**src/hdl/fsmp_pkg.sv**
```systemverilog
`timescale 1ns / 1ps
// Shared types and constants for the flash file table mapping parser.
// No dependencies; imported by every module of the block.
package fsmp_pkg;

  localparam logic [31:0] ID_V1       = 32'h1234_5678;
  localparam logic [31:0] ID_V2       = 32'h1234_5679;
  localparam logic [31:0] SECTOR_STEP = 32'h0001_0000;
  localparam logic [16:0] SKIP_FIXED  = 17'd12;   // size and timestamp bytes after the name

  typedef enum logic [3:0] {
    PH_WAIT     = 4'd0,
    PH_ID       = 4'd1,
    PH_COUNT    = 4'd2,
    PH_FLAGS    = 4'd3,
    PH_VADDR    = 4'd4,
    PH_SCOUNT   = 4'd5,
    PH_SECTOR   = 4'd6,
    PH_NAMELEN  = 4'd7,
    PH_SKIPNAME = 4'd8,
    PH_COMMLEN  = 4'd9,
    PH_SKIPCOMM = 4'd10
  } phase_t;

  typedef enum logic [1:0] {
    KIND_MAP    = 2'd0,
    KIND_DONE   = 2'd1,
    KIND_BAD_ID = 2'd2,
    KIND_V2     = 2'd3
  } kind_t;

  typedef struct packed {
    logic       first;
    logic [7:0] data;
  } in_word_t;

  typedef struct packed {
    logic        valid;
    kind_t       kind;
    logic [31:0] addr;
    logic [15:0] sector;
    logic        final_item;
  } result_t;

endpackage

```
**src/hdl/fsmp_in_reg.sv**
```systemverilog
`timescale 1ns / 1ps
// Input register of the parser: holds one table byte until the parser takes it.
// Depends on fsmp_pkg.
module fsmp_in_reg (
  input  logic             clk,
  input  logic             rst,
  input  logic             s_tvalid,
  output logic             s_tready,
  input  logic [7:0]       s_tdata,   // table_byte[7:0]
  input  logic             s_tuser,   // first_byte
  input  logic             advance,
  output logic             in_valid,
  output fsmp_pkg::in_word_t in_word
);
  import fsmp_pkg::*;

  assign s_tready = !in_valid || advance;

  always_ff @(posedge clk) begin
    if (rst) begin
      in_valid <= 1'b0;
    end else if (s_tready) begin
      in_valid <= s_tvalid;
    end
  end

  always_ff @(posedge clk) begin
    if (s_tready && s_tvalid) begin
      in_word.first <= s_tuser;
      in_word.data  <= s_tdata;
    end
  end

endmodule

```
**src/hdl/fsmp_parser.sv**
```systemverilog
`timescale 1ns / 1ps
// Byte-wide field parser: phase, field counters and file state, one byte per step.
// Depends on fsmp_pkg.
module fsmp_parser (
  input  logic               clk,
  input  logic               rst,
  input  logic               step,
  input  fsmp_pkg::in_word_t word,
  input  logic               ignore_obsolete,
  output fsmp_pkg::result_t  res
);
  import fsmp_pkg::*;

  phase_t      phase, phase_next;
  logic [16:0] bytes_left, bytes_left_next;
  logic [31:0] acc, acc_next;
  logic [15:0] files_left, files_left_next;
  logic [15:0] sectors_left, sectors_left_next;
  logic [31:0] cur_addr, cur_addr_next;
  logic        obsolete, obsolete_next;

  phase_t      ph;
  logic [16:0] bl;
  logic [16:0] bl_dec;
  logic [31:0] acc_in;
  logic [31:0] val;
  logic [15:0] files_dec;
  logic [15:0] sectors_dec;

  always_ff @(posedge clk) begin
    if (rst) begin
      phase        <= PH_WAIT;
      bytes_left   <= '0;
      acc          <= '0;
      files_left   <= '0;
      sectors_left <= '0;
      cur_addr     <= '0;
      obsolete     <= 1'b0;
    end else if (step) begin
      phase        <= phase_next;
      bytes_left   <= bytes_left_next;
      acc          <= acc_next;
      files_left   <= files_left_next;
      sectors_left <= sectors_left_next;
      cur_addr     <= cur_addr_next;
      obsolete     <= obsolete_next;
    end
  end

  always_comb begin
    // first byte restarts at the identifier
    ph     = word.first ? PH_ID : phase;
    bl     = word.first ? 17'd4 : bytes_left;
    acc_in = word.first ? 32'd0 : acc;
    bl_dec = (bl != 17'd0) ? bl - 17'd1 : bl;
    val    = {acc_in[23:0], word.data};
    files_dec   = files_left - 16'd1;
    sectors_dec = sectors_left - 16'd1;

    phase_next        = ph;
    bytes_left_next   = bl;
    acc_next          = acc_in;
    files_left_next   = files_left;
    sectors_left_next = sectors_left;
    cur_addr_next     = cur_addr;
    obsolete_next     = obsolete;

    res            = '0;
    res.kind       = KIND_MAP;

    unique case (ph)
      PH_WAIT: begin
      end
      PH_SKIPNAME, PH_SKIPCOMM: begin
        bytes_left_next = bl_dec;
        if (bl_dec == 17'd0) begin
          acc_next = '0;
          if (ph == PH_SKIPNAME) begin
            phase_next      = PH_COMMLEN;
            bytes_left_next = 17'd2;
          end else begin
            files_left_next = files_dec;
            if (files_dec == 16'd0) begin
              phase_next     = PH_WAIT;
              res.valid      = 1'b1;
              res.kind       = KIND_DONE;
              res.final_item = 1'b1;
            end else begin
              phase_next      = PH_FLAGS;
              bytes_left_next = 17'd2;
            end
          end
        end
      end
      default: begin
        acc_next        = val;
        bytes_left_next = bl_dec;
        if (bl_dec == 17'd0) begin
          // field complete: start the next one unless noted
          acc_next        = '0;
          bytes_left_next = 17'd2;
          unique case (ph)
            PH_ID: begin
              if (val == ID_V1) begin
                phase_next = PH_COUNT;
              end else begin
                phase_next      = PH_WAIT;
                bytes_left_next = bl_dec;
                acc_next        = val;
                res.valid       = 1'b1;
                res.kind        = (val == ID_V2) ? KIND_V2 : KIND_BAD_ID;
                res.final_item  = 1'b1;
              end
            end
            PH_COUNT: begin
              files_left_next = val[15:0];
              if (val[15:0] == 16'd0) begin
                phase_next      = PH_WAIT;
                bytes_left_next = bl_dec;
                acc_next        = val;
                res.valid       = 1'b1;
                res.kind        = KIND_DONE;
                res.final_item  = 1'b1;
              end else begin
                phase_next = PH_FLAGS;
              end
            end
            PH_FLAGS: begin
              obsolete_next   = val[0];
              phase_next      = PH_VADDR;
              bytes_left_next = 17'd4;
            end
            PH_VADDR: begin
              cur_addr_next = val;
              phase_next    = PH_SCOUNT;
            end
            PH_SCOUNT: begin
              sectors_left_next = val[15:0];
              phase_next = (val[15:0] == 16'd0) ? PH_NAMELEN : PH_SECTOR;
            end
            PH_SECTOR: begin
              if (cur_addr != 32'd0 && !(obsolete && ignore_obsolete)) begin
                res.valid     = 1'b1;
                res.kind      = KIND_MAP;
                res.addr      = cur_addr;
                res.sector    = val[15:0];
                cur_addr_next = cur_addr + SECTOR_STEP;
              end
              sectors_left_next = sectors_dec;
              phase_next = (sectors_dec == 16'd0) ? PH_NAMELEN : PH_SECTOR;
            end
            PH_NAMELEN: begin
              phase_next      = PH_SKIPNAME;
              bytes_left_next = {1'b0, val[15:0]} + SKIP_FIXED;
            end
            PH_COMMLEN: begin
              if (val[15:0] == 16'd0) begin
                files_left_next = files_dec;
                if (files_dec == 16'd0) begin
                  phase_next      = PH_WAIT;
                  bytes_left_next = bl_dec;
                  acc_next        = val;
                  res.valid       = 1'b1;
                  res.kind        = KIND_DONE;
                  res.final_item  = 1'b1;
                end else begin
                  phase_next = PH_FLAGS;
                end
              end else begin
                phase_next      = PH_SKIPCOMM;
                bytes_left_next = {1'b0, val[15:0]};
              end
            end
            default: begin
              phase_next      = PH_WAIT;
              bytes_left_next = bl_dec;
              acc_next        = val;
            end
          endcase
        end
      end
    endcase
  end

endmodule

```
**src/hdl/fsmp_out_reg.sv**
```systemverilog
`timescale 1ns / 1ps
// Result register: holds one result word until the receiver takes it.
// Depends on fsmp_pkg.
module fsmp_out_reg (
  input  logic              clk,
  input  logic              rst,
  input  logic              load,
  input  fsmp_pkg::result_t res_in,
  output logic              out_free,
  output logic              m_tvalid,
  input  logic              m_tready,
  output logic [47:0]       m_tdata,   // mapped_address[31:0], sector_index[47:32]
  output logic [1:0]        m_tuser,   // kind[1:0]
  output logic              m_tlast    // final_item
);
  import fsmp_pkg::*;

  assign out_free = !m_tvalid || m_tready;

  always_ff @(posedge clk) begin
    if (rst) begin
      m_tvalid <= 1'b0;
    end else if (out_free) begin
      m_tvalid <= load;
    end
  end

  always_ff @(posedge clk) begin
    if (out_free && load) begin
      m_tdata <= {res_in.sector, res_in.addr};
      m_tuser <= res_in.kind;
      m_tlast <= res_in.final_item;
    end
  end

endmodule

```
**src/hdl/fat_sector_mapping_parser.sv**
```systemverilog
`timescale 1ns / 1ps
// Flash file table mapping parser, top level.
// Depends on fsmp_pkg, fsmp_in_reg, fsmp_parser and fsmp_out_reg.
//
// Feed the file allocation table one byte per word on the slave stream:
// s_tdata carries the byte, s_tuser marks the first identifier byte and
// restarts parsing. Each mapping leaves on the master stream as one word with
// m_tuser = mapping, the virtual address in m_tdata[31:0] and the sector
// number in m_tdata[47:32]. Done, bad identifier and version-two results carry
// zero data and m_tlast high. Bytes that cause no result produce no word.
//
// Throughput is one byte per cycle while the result register is free: a byte sits in the
// input register while the parser logic updates its field state and loads the result
// register. A stalled result register holds the byte in the input register.
// When the receiver stalls, the result register holds its word and the input
// register holds one more byte; s_tready then drops until the result is taken.
// The cfg channel (cfg_data = ignore_obsolete) is always ready; write it only
// while the block is idle. Reset empties both registers, returns the parser to
// waiting for a first byte and sets ignore_obsolete to 1.
module fat_sector_mapping_parser (
  input  logic        clk,
  input  logic        rst,
  input  logic        s_tvalid,
  output logic        s_tready,
  input  logic [7:0]  s_tdata,   // table_byte[7:0]
  input  logic        s_tuser,   // first_byte
  output logic        m_tvalid,
  input  logic        m_tready,
  output logic [47:0] m_tdata,   // mapped_address[31:0], sector_index[47:32]
  output logic [1:0]  m_tuser,   // kind[1:0]
  output logic        m_tlast,   // final_item
  input  logic        cfg_valid,
  output logic        cfg_ready,
  input  logic        cfg_data   // ignore_obsolete
);
  import fsmp_pkg::*;

  logic     ignore_obsolete;
  logic     in_valid;
  in_word_t in_word;
  logic     out_free;
  logic     advance;
  result_t  res;

  assign cfg_ready = 1'b1;

  always_ff @(posedge clk) begin
    if (rst) begin
      ignore_obsolete <= 1'b1;
    end else if (cfg_valid) begin
      ignore_obsolete <= cfg_data;
    end
  end

  assign advance = in_valid && out_free;

  fsmp_in_reg u_in_reg (
    .clk      (clk),
    .rst      (rst),
    .s_tvalid (s_tvalid),
    .s_tready (s_tready),
    .s_tdata  (s_tdata),
    .s_tuser  (s_tuser),
    .advance  (advance),
    .in_valid (in_valid),
    .in_word  (in_word)
  );

  fsmp_parser u_parser (
    .clk             (clk),
    .rst             (rst),
    .step            (advance),
    .word            (in_word),
    .ignore_obsolete (ignore_obsolete),
    .res             (res)
  );

  fsmp_out_reg u_out_reg (
    .clk      (clk),
    .rst      (rst),
    .load     (advance && res.valid),
    .res_in   (res),
    .out_free (out_free),
    .m_tvalid (m_tvalid),
    .m_tready (m_tready),
    .m_tdata  (m_tdata),
    .m_tuser  (m_tuser),
    .m_tlast  (m_tlast)
  );

  // never overwrite a result the receiver has not taken
  a_no_overwrite: assert property (@(posedge clk) disable iff (rst)
    (m_tvalid && !m_tready) |-> !advance)
    else $error("result register overwritten while stalled");

  // a held byte blocks new input
  a_hold_input: assert property (@(posedge clk) disable iff (rst)
    (in_valid && !advance) |-> !s_tready)
    else $error("input accepted while byte held");

  a_last_kind: assert property (@(posedge clk) disable iff (rst)
    m_tvalid |-> (m_tlast == (m_tuser != KIND_MAP)))
    else $error("final flag does not match result kind");

  a_map_nonzero: assert property (@(posedge clk) disable iff (rst)
    (m_tvalid && m_tuser == KIND_MAP) |-> (m_tdata[31:0] != 32'd0))
    else $error("mapping emitted with zero address");

  a_status_zero: assert property (@(posedge clk) disable iff (rst)
    (m_tvalid && m_tuser != KIND_MAP) |-> (m_tdata == 48'd0))
    else $error("status word carries nonzero data");

endmodule

```
**config.mk**
```make
export PLATFORM = sky130hd
export DESIGN_NAME = fat_sector_mapping_parser
export DESIGN_NICKNAME = d
export VERILOG_FILES = /design/src/hdl/fsmp_pkg.sv /design/src/hdl/fsmp_in_reg.sv /design/src/hdl/fsmp_parser.sv /design/src/hdl/fsmp_out_reg.sv /design/src/hdl/fat_sector_mapping_parser.sv
export SDC_FILE = /design/constraint.sdc
export NUM_CORES = 1
export LEC_CHECK = 0
export ABC_AREA = 1
export BUFFER_PORTS_ARGS = -buffer_cell sky130_fd_sc_hd__buf_2
export CAP_MARGIN = 10
export CELL_PAD_IN_SITES_DETAIL_PLACEMENT = 1
export CELL_PAD_IN_SITES_GLOBAL_PLACEMENT = 2
export CORE_UTILIZATION = 30
export CTS_CLUSTER_DIAMETER = 100
export CTS_CLUSTER_SIZE = 25
export DETAILED_ROUTE_END_ITERATION = 16
export PLACE_DENSITY = 0.79
export REMOVE_ABC_BUFFERS = 1
export SYNTH_ARGS = -nofsm -noshare
export SYNTH_HDL_FRONTEND = slang
export SYNTH_SLANG_ARGS = --single-unit
```
**constraint.sdc**
```tcl
create_clock -name clk -period 3.84 [get_ports clk]
set_clock_uncertainty 0.1 [all_clocks]
set_input_delay 0.384 -clock clk [delete_from_list [all_inputs] [get_ports clk]]
set_output_delay 0.384 -clock clk [all_outputs]
set_load 0.03 [all_outputs]
```
Yosys cells after proc, flatten, opt, wreduce, memory -nomap -nowiden --
Cells that the tools add are included.
Storage, ports and cells: register bits after elaboration 181, bits of input ports 15, output and inout bits 54, word-level logic and storage cells 131
Operators by class: add/subtract/negate cells 5, eq/ne operators 15, multiplexer cells 61, bitwise operators 5, reduce and logical (&&, ||, !) cells 30
Operator list (count):
- $mux 32 | 8
- $mux 17 | 9
- $pmux 32 s2 | 2
- $pmux 32 s4 | 1
- $pmux 17 s6 | 1
- $pmux 16 s2 | 3
- $eq 32x29->1 const B | 2
- $mux 16 | 4
- $mux 52 | 1
- $mux 51 | 1
- $logic_not 16->1 | 3
- $mux 48 | 1
- $pmux 17 s2 | 1
- $add 32x17->32 const B | 1
- $pmux 4 s8 | 1
- $reduce_bool 32->1 | 1
- $sub 16x1->16 const B | 2
- $mux 4 | 5
- $mux 3 | 6
- $add 16x4->17 const B | 1
- $logic_not 17->1 | 1
- $reduce_bool 17->1 | 1
- $sub 17x1->17 const B | 1
- $eq 4x3->1 const B | 4
- other kinds (27) | 55

Depth between registers and ports, before layout --
word-level depth 9, gate-level depth with buffers 22, gate-level depth less buffers 20

Cells and area by module --
From an unflattened synthesis, not the netlist that was laid out.
Second synthesis, totals: cells, all modules 1638, area total of the unflattened synthesis 11059.4 µm²
By module, submodules not included:
- fsmp_parser | times used 1, cells each 1554, area each 9088.7 µm², sequential area each 2202.1 µm²
- fsmp_out_reg | times used 1, cells each 57, area each 1579.0 µm², sequential area each 1551.5 µm²
- fsmp_in_reg | times used 1, cells each 15, area each 317.8 µm², sequential area each 290.3 µm²
- fat_sector_mapping_parser | times used 1, cells each 12, area each 73.8 µm², sequential area each 20.0 µm²

Worst setup path before layout --
No wires, ideal clock.
kind reg-to-reg, start point reg u_in_reg.in_word[8] (netlist name), end point reg u_out_reg.m_tdata[0], enable pin, setup time 405 ps, arrival time 3720 ps, data required time 3335 ps, path slack -386 ps, stages on the path, launching flop included 22, path buffers 3, period minus slack after synthesis 4226 ps, cells stage by stage edfxtp_1 > buf_6 > inv_4 > buf_4 > nand2_1 > ha_1 > nand3_4 > nor2_4 > nand3_4 > nand2_1 > nand2_1 > nand2_1 > nor2_1 > nand2_1 > nor2_1 > nand2_2 > nor2_8 > nand3_2 > buf_6 > nand3_1 > nand2_1 > inv_1
Between the ends: cells in the longest elaborated chain, start to end 8, elaborated cells between the ends (all ways) 27, those cells by class add/sub (1); eq/ne (7); mux (12); reduce/logical (7)
Ends and longest elaborated chain:
- $mux 17 / $mux 32 (equally long branches) | line fsmp_parser.sv:53, fsmp_parser.sv:54
- $sub 17x1->17, or another cell as far along | line fsmp_parser.sv:55 | bl_dec = (bl != 17'd0) ? bl - 17'd1 : bl;
- $mux 17, or another cell as far along | line fsmp_parser.sv:55
- $logic_not 17->1 / $pmux 3 s4 (equally long branches) | line fsmp_parser.sv:76, fsmp_parser.sv:98, fsmp_parser.sv:102
- $mux 52 / $mux 3 (equally long branches) | line fsmp_parser.sv:98, fsmp_parser.sv:76
- $pmux 3 s2 * | line fsmp_parser.sv:71 | unique case (ph)
- $logic_and 1x1->1 * | line fat_sector_mapping_parser.sv:81 | .load (advance && res.valid),
- $logic_and 1x1->1 * | line fsmp_out_reg.sv:29 | if (out_free && load) begin
- to (signal assigned) | line fsmp_out_reg.sv:30 | m_tdata <= {res_in.sector, res_in.addr};
- to (decl) | line fsmp_out_reg.sv:12 | output logic [47:0] m_tdata,
Every way passes the cells marked *; elsewhere a longest branch is shown, timed or not. A chain may end at the register's enable or synchronous reset.

Worst setup path after layout --
start point reg u_in_reg.in_word[8] (netlist name), end point reg u_out_reg.m_tdata[33], enable pin
Between the ends: cells in the longest elaborated chain, start to end 8, elaborated cells between the ends (all ways) 27, those cells by class add/sub (1); eq/ne (7); mux (12); reduce/logical (7)
Ends and longest elaborated chain (line):
- $mux 17 / $mux 32 (equally long branches) | fsmp_parser.sv:53, fsmp_parser.sv:54
- $sub 17x1->17, or another cell as far along | fsmp_parser.sv:55
- $mux 17, or another cell as far along | fsmp_parser.sv:55
- $logic_not 17->1 / $pmux 3 s4 (equally long branches) | fsmp_parser.sv:76, fsmp_parser.sv:98, fsmp_parser.sv:102
- $mux 52 / $mux 3 (equally long branches) | fsmp_parser.sv:98, fsmp_parser.sv:76
- $pmux 3 s2 * | fsmp_parser.sv:71
- $logic_and 1x1->1 * | fat_sector_mapping_parser.sv:81
- $logic_and 1x1->1 * | fsmp_out_reg.sv:29
Marks and branches as above.

==> results.cfg <==
[logic_synthesis]
async_reset_ff_frac = 0
ys_seq_area_frac = 0.355
synth_area_per_cell_sq_um = 6.36
yosysWarnings = 0
synth_cell_types = 48
synth.ff_latch_count = 173
synth_ff_type = dfxtp_1
syn_inst = 1799
syn_area_sq_mm = 0.0114
synth_edf_count = 60

[clock_network]
cts.sink_count = 173
h-tree-depth = 4
cts_tree = done
cts-root-buf = clkbuf_16
cts_max_path_buffers = 2
clk_latency_ns = 0.48
clk_pin_slew_ns = 0.08
cts_made_buffers = 17

[drt]
wl_per_cell_um = 18.6
drcViolationCount = 0
first_pass_iters = 5
via_per_inst = 4.96
drtIter0Drc = 612
wl_mm = 44.6
vias = 11900
ant_nets = 0

[sta]
finalHoldViolCount = 0
worst_slew_pin_slew_ns = 0.723
slew_headroom = 0.518
final-max-slew-violation-count = 0
rsz0062_at_grt = false
min_period_over_period = 0.933
fin_hold_ws_ns = 0.0819
tns_ns = 0
setup_slack_ns = 0.259
period_needed_ns = 3.58
finalSetupViolCount = 0
fmax_ghz = 0.279

[critical_path]
cp.arrival_ns = 3.66
rr_worst_depth = 19
critPathMaxFanout = 24
reg2reg_slack_ns = 0.26
r2r-start = u_in_reg.in_word[8]
crit_path_end_kind = flop
cpMostUsedCell = nand2_1
crit_start = u_in_reg.in_word[8]
timing.rr.end = u_out_reg.m_tdata[33]
crit_chain = inv_4 > buf_4 > o21ai_0 > nand2_1 > nor2_4 > nand3_2 > nand2_1 > nand2_1 > nand2_1 > nor2_1 > nand2_1 > nor2_1 > nand2_4 > nor2_8 > nand3_2 > nand3_1 > nand2_1 > inv_2 > clkbuf_16
required_ns = 3.92
slowest_stage = edfxtp_1
crit_end = u_out_reg.m_tdata[33]
path_class = flop to flop
slowest_delay_ns = 0.50
cp-start-kind = flop

[pwr]
power_switching_share = 0.324
p_sw_mw = 1.43
p_seq_frac = 0.445
ir_drop_v = 0.000283
p_comb_frac = 0.163
p_per_area_mw_per_mm2 = 335
p_leak_nw = 6.18
clock_power_share = 0.392
p_int_mw = 2.98

[placement]
pre_cts_ws_ns = 0.166
gp_congestion = 0.897
placed_area_sq_mm = 0.0125
dp_cells = 2359
dp.final_hpwl_mm = 32.8
port_buffers = 67

[finish]
layout-drive-gt1-share = 0.111
layout.cells.non_filler = 2405
layout_commonest_cell = nand2_1
syn_to_final_growth_pct = 15.2
final_area_sq_mm = 0.0132
final_cell_mix = 493 x nand2_1, 365 x nor2_1, 206 x inv_1
diodes = 0
nets = 1905

[status]
status = finished clean

[global_route]
grt_pass1_wl_mm = 68.4
gr-usage-all-layers = 0.232
first_global_vias = 12000
grt_max_degree = 49
grt_overflow_total = 0
antenna_found_initial = 2

[floorplanning]
pin_count = 69
fp.dieW_um = 197
die-area_sq_mm = 0.0389
row_count = 71
die_h_um = 197
fp.coreArea_sq_mm = 0.0376
start_util = 0.305

[flow_run]
cap_violations = 0

[worst_hold_path]
hp-class = primary input to flop
==> registers in the layout, summed over array words and instances, names as in the netlist <==
| signal | flops |
|---|---|
| u_in_reg.in_valid | 1 |
| u_parser.cur_addr | 32 |
| u_out_reg.m_tvalid | 1 |
| u_out_reg.m_tlast | 1 |
| u_out_reg.m_tuser | 2 |
| u_out_reg.m_tdata | 48 |
| ignore_obsolete | 1 |
| u_parser.obsolete | 1 |
| u_parser.bytes_left | 17 |
| u_in_reg.in_word | 9 |
| u_parser.acc | 24 |
| u_parser.files_left | 16 |
| u_parser.sectors_left | 16 |
| u_parser.phase | 4 |
==> critical path, delay by kind of cell (launching register included) <==
| family | cells | cell delay (ns) |
|---|---|---|
| AOI/OAI and AO/OA | 1 | 0.15 |
| buffers and inverters | 4 | 0.81 |
| DFF | 1 | 0.50 |
| and+or+nand+nor | 14 | 1.72 |
==> layout make-up <==
class	count	area [sq um]
clock buffers	18	429
clock inverters	14	126
fillers	4900	24400
inverters	218	822
multi-input cells	1341	6240
flip-flops and latches	173	4060
well taps	511	639
repair buffers	130	866
==> how the worst min path moves through the flow <==
stage                                   start                   endpoint  slack (ns)  cells past startpoint
CTS                                  m_tready         u_out_reg.m_tvalid        0.05                      4
global route                         s_tvalid          u_in_reg.in_valid        0.09                      3
finish                               m_tready         u_out_reg.m_tvalid        0.08                      4
detailed placement  u_parser.sectors_left[15]  u_parser.sectors_left[15]        0.36                      2
floorplan           u_parser.sectors_left[15]  u_parser.sectors_left[15]        0.33                      2
global placement    u_parser.sectors_left[13]  u_parser.sectors_left[13]        0.36                      2
==> synth_stat cells (2+ instances only) <==
cell type / instances / area, sq um
buf_4: 5 / 37.5
clkbuf_1: 39 / 146
nand2_1: 495 / 1860
clkinv_1: 5 / 18.8
inv_1: 207 / 777
o211ai_1: 6 / 45.0
dfxtp_1: 113 / 2260
o21ai_1: 8 / 40.0
edfxtp_1: 60 / 1800
xnor2_1: 7 / 61.3
nor4_1: 15 / 93.8
nand4_1: 40 / 250
o21ai_0: 115 / 576
buf_6: 7 / 78.8
nand3_2: 6 / 60.1
a22oi_1: 2 / 15.0
nand3_4: 3 / 52.6
nor2_4: 5 / 56.3
o22ai_1: 3 / 18.8
nor3b_2: 8 / 100
buf_1: 4 / 15.0
nor2_1: 367 / 1380
buf_2: 13 / 65.1
xor2_1: 20 / 175
nor3b_1: 4 / 30.0
ha_1: 9 / 113
or2_2: 2 / 12.5
nand2_2: 5 / 31.3
inv_2: 5 / 18.8
a211oi_1: 3 / 22.5
nand3b_1: 10 / 75.1
nor2_2: 16 / 100
or2_0: 7 / 43.8
a21oi_1: 51 / 255
o221ai_1: 11 / 96.3
nor3_1: 20 / 100
o21bai_1: 4 / 30.0
nand3_1: 89 / 445
==> power groups by stage <==
stage	registers (mW)	clock network, mW	logic (mW)
floorplan	1.99	0	0.429
global placement	2.01	0	0.686
detailed placement	2.01	0	0.693
CTS	1.96	1.78	0.705
global route	1.97	1.84	0.788
finish	1.97	1.73	0.718
==> kinds of logic (layout without fill, tap and decap cells) <==
kind of cell | after synthesis | count (layout) | synth area share
AOI/OAI and AO/OA | 208 | 208 | 0.0994
adders and majority gates | 9 | 9 | 0.00984
other | 1 | 1 | 0.000328
buffers and inverters | 286 | 380 | 0.102
DFF | 173 | 173 | 0.355
xor gates and xnor gates | 27 | 27 | 0.0207
and+or+nand+nor | 1095 | 1096 | 0.413
==> stage by stage <==
| step | total power [mW] | utilization |
|---|---|---|
| 5_1_grt | 4.60 | 0.351 |
| 4_1_cts | 4.45 | 0.350 |
| 3_5_place_dp | 2.70 | 0.332 |
| 2_1_floorplan | 2.42 | - |
| 6_report | 4.41 | 0.351 |
| 3_3_place_gp | 2.69 | 0.332 |
==> layer usage <==
layer | vias to the layer above | part of all wire | wire (um) | track usage
met5 | - | 0 | 0 | 0
met4 | 0 | 0.027 | 1210 | 0.0864
met3 | 67 | 0.030 | 1320 | 0.0326
met2 | 197 | 0.47 | 21100 | 0.386
met1 | 5763 | 0.47 | 20900 | 0.304
li1 | 5906 | - | - | -
==> timing repair <==
action	in CTS	in global routing
hold endpoints to repair	10	0
setup buffers	0	1
resized for setup	0	3
endpoints found under the setup margin	0	48
hold buffers	11	0
(Power assumes the default switching activity.)
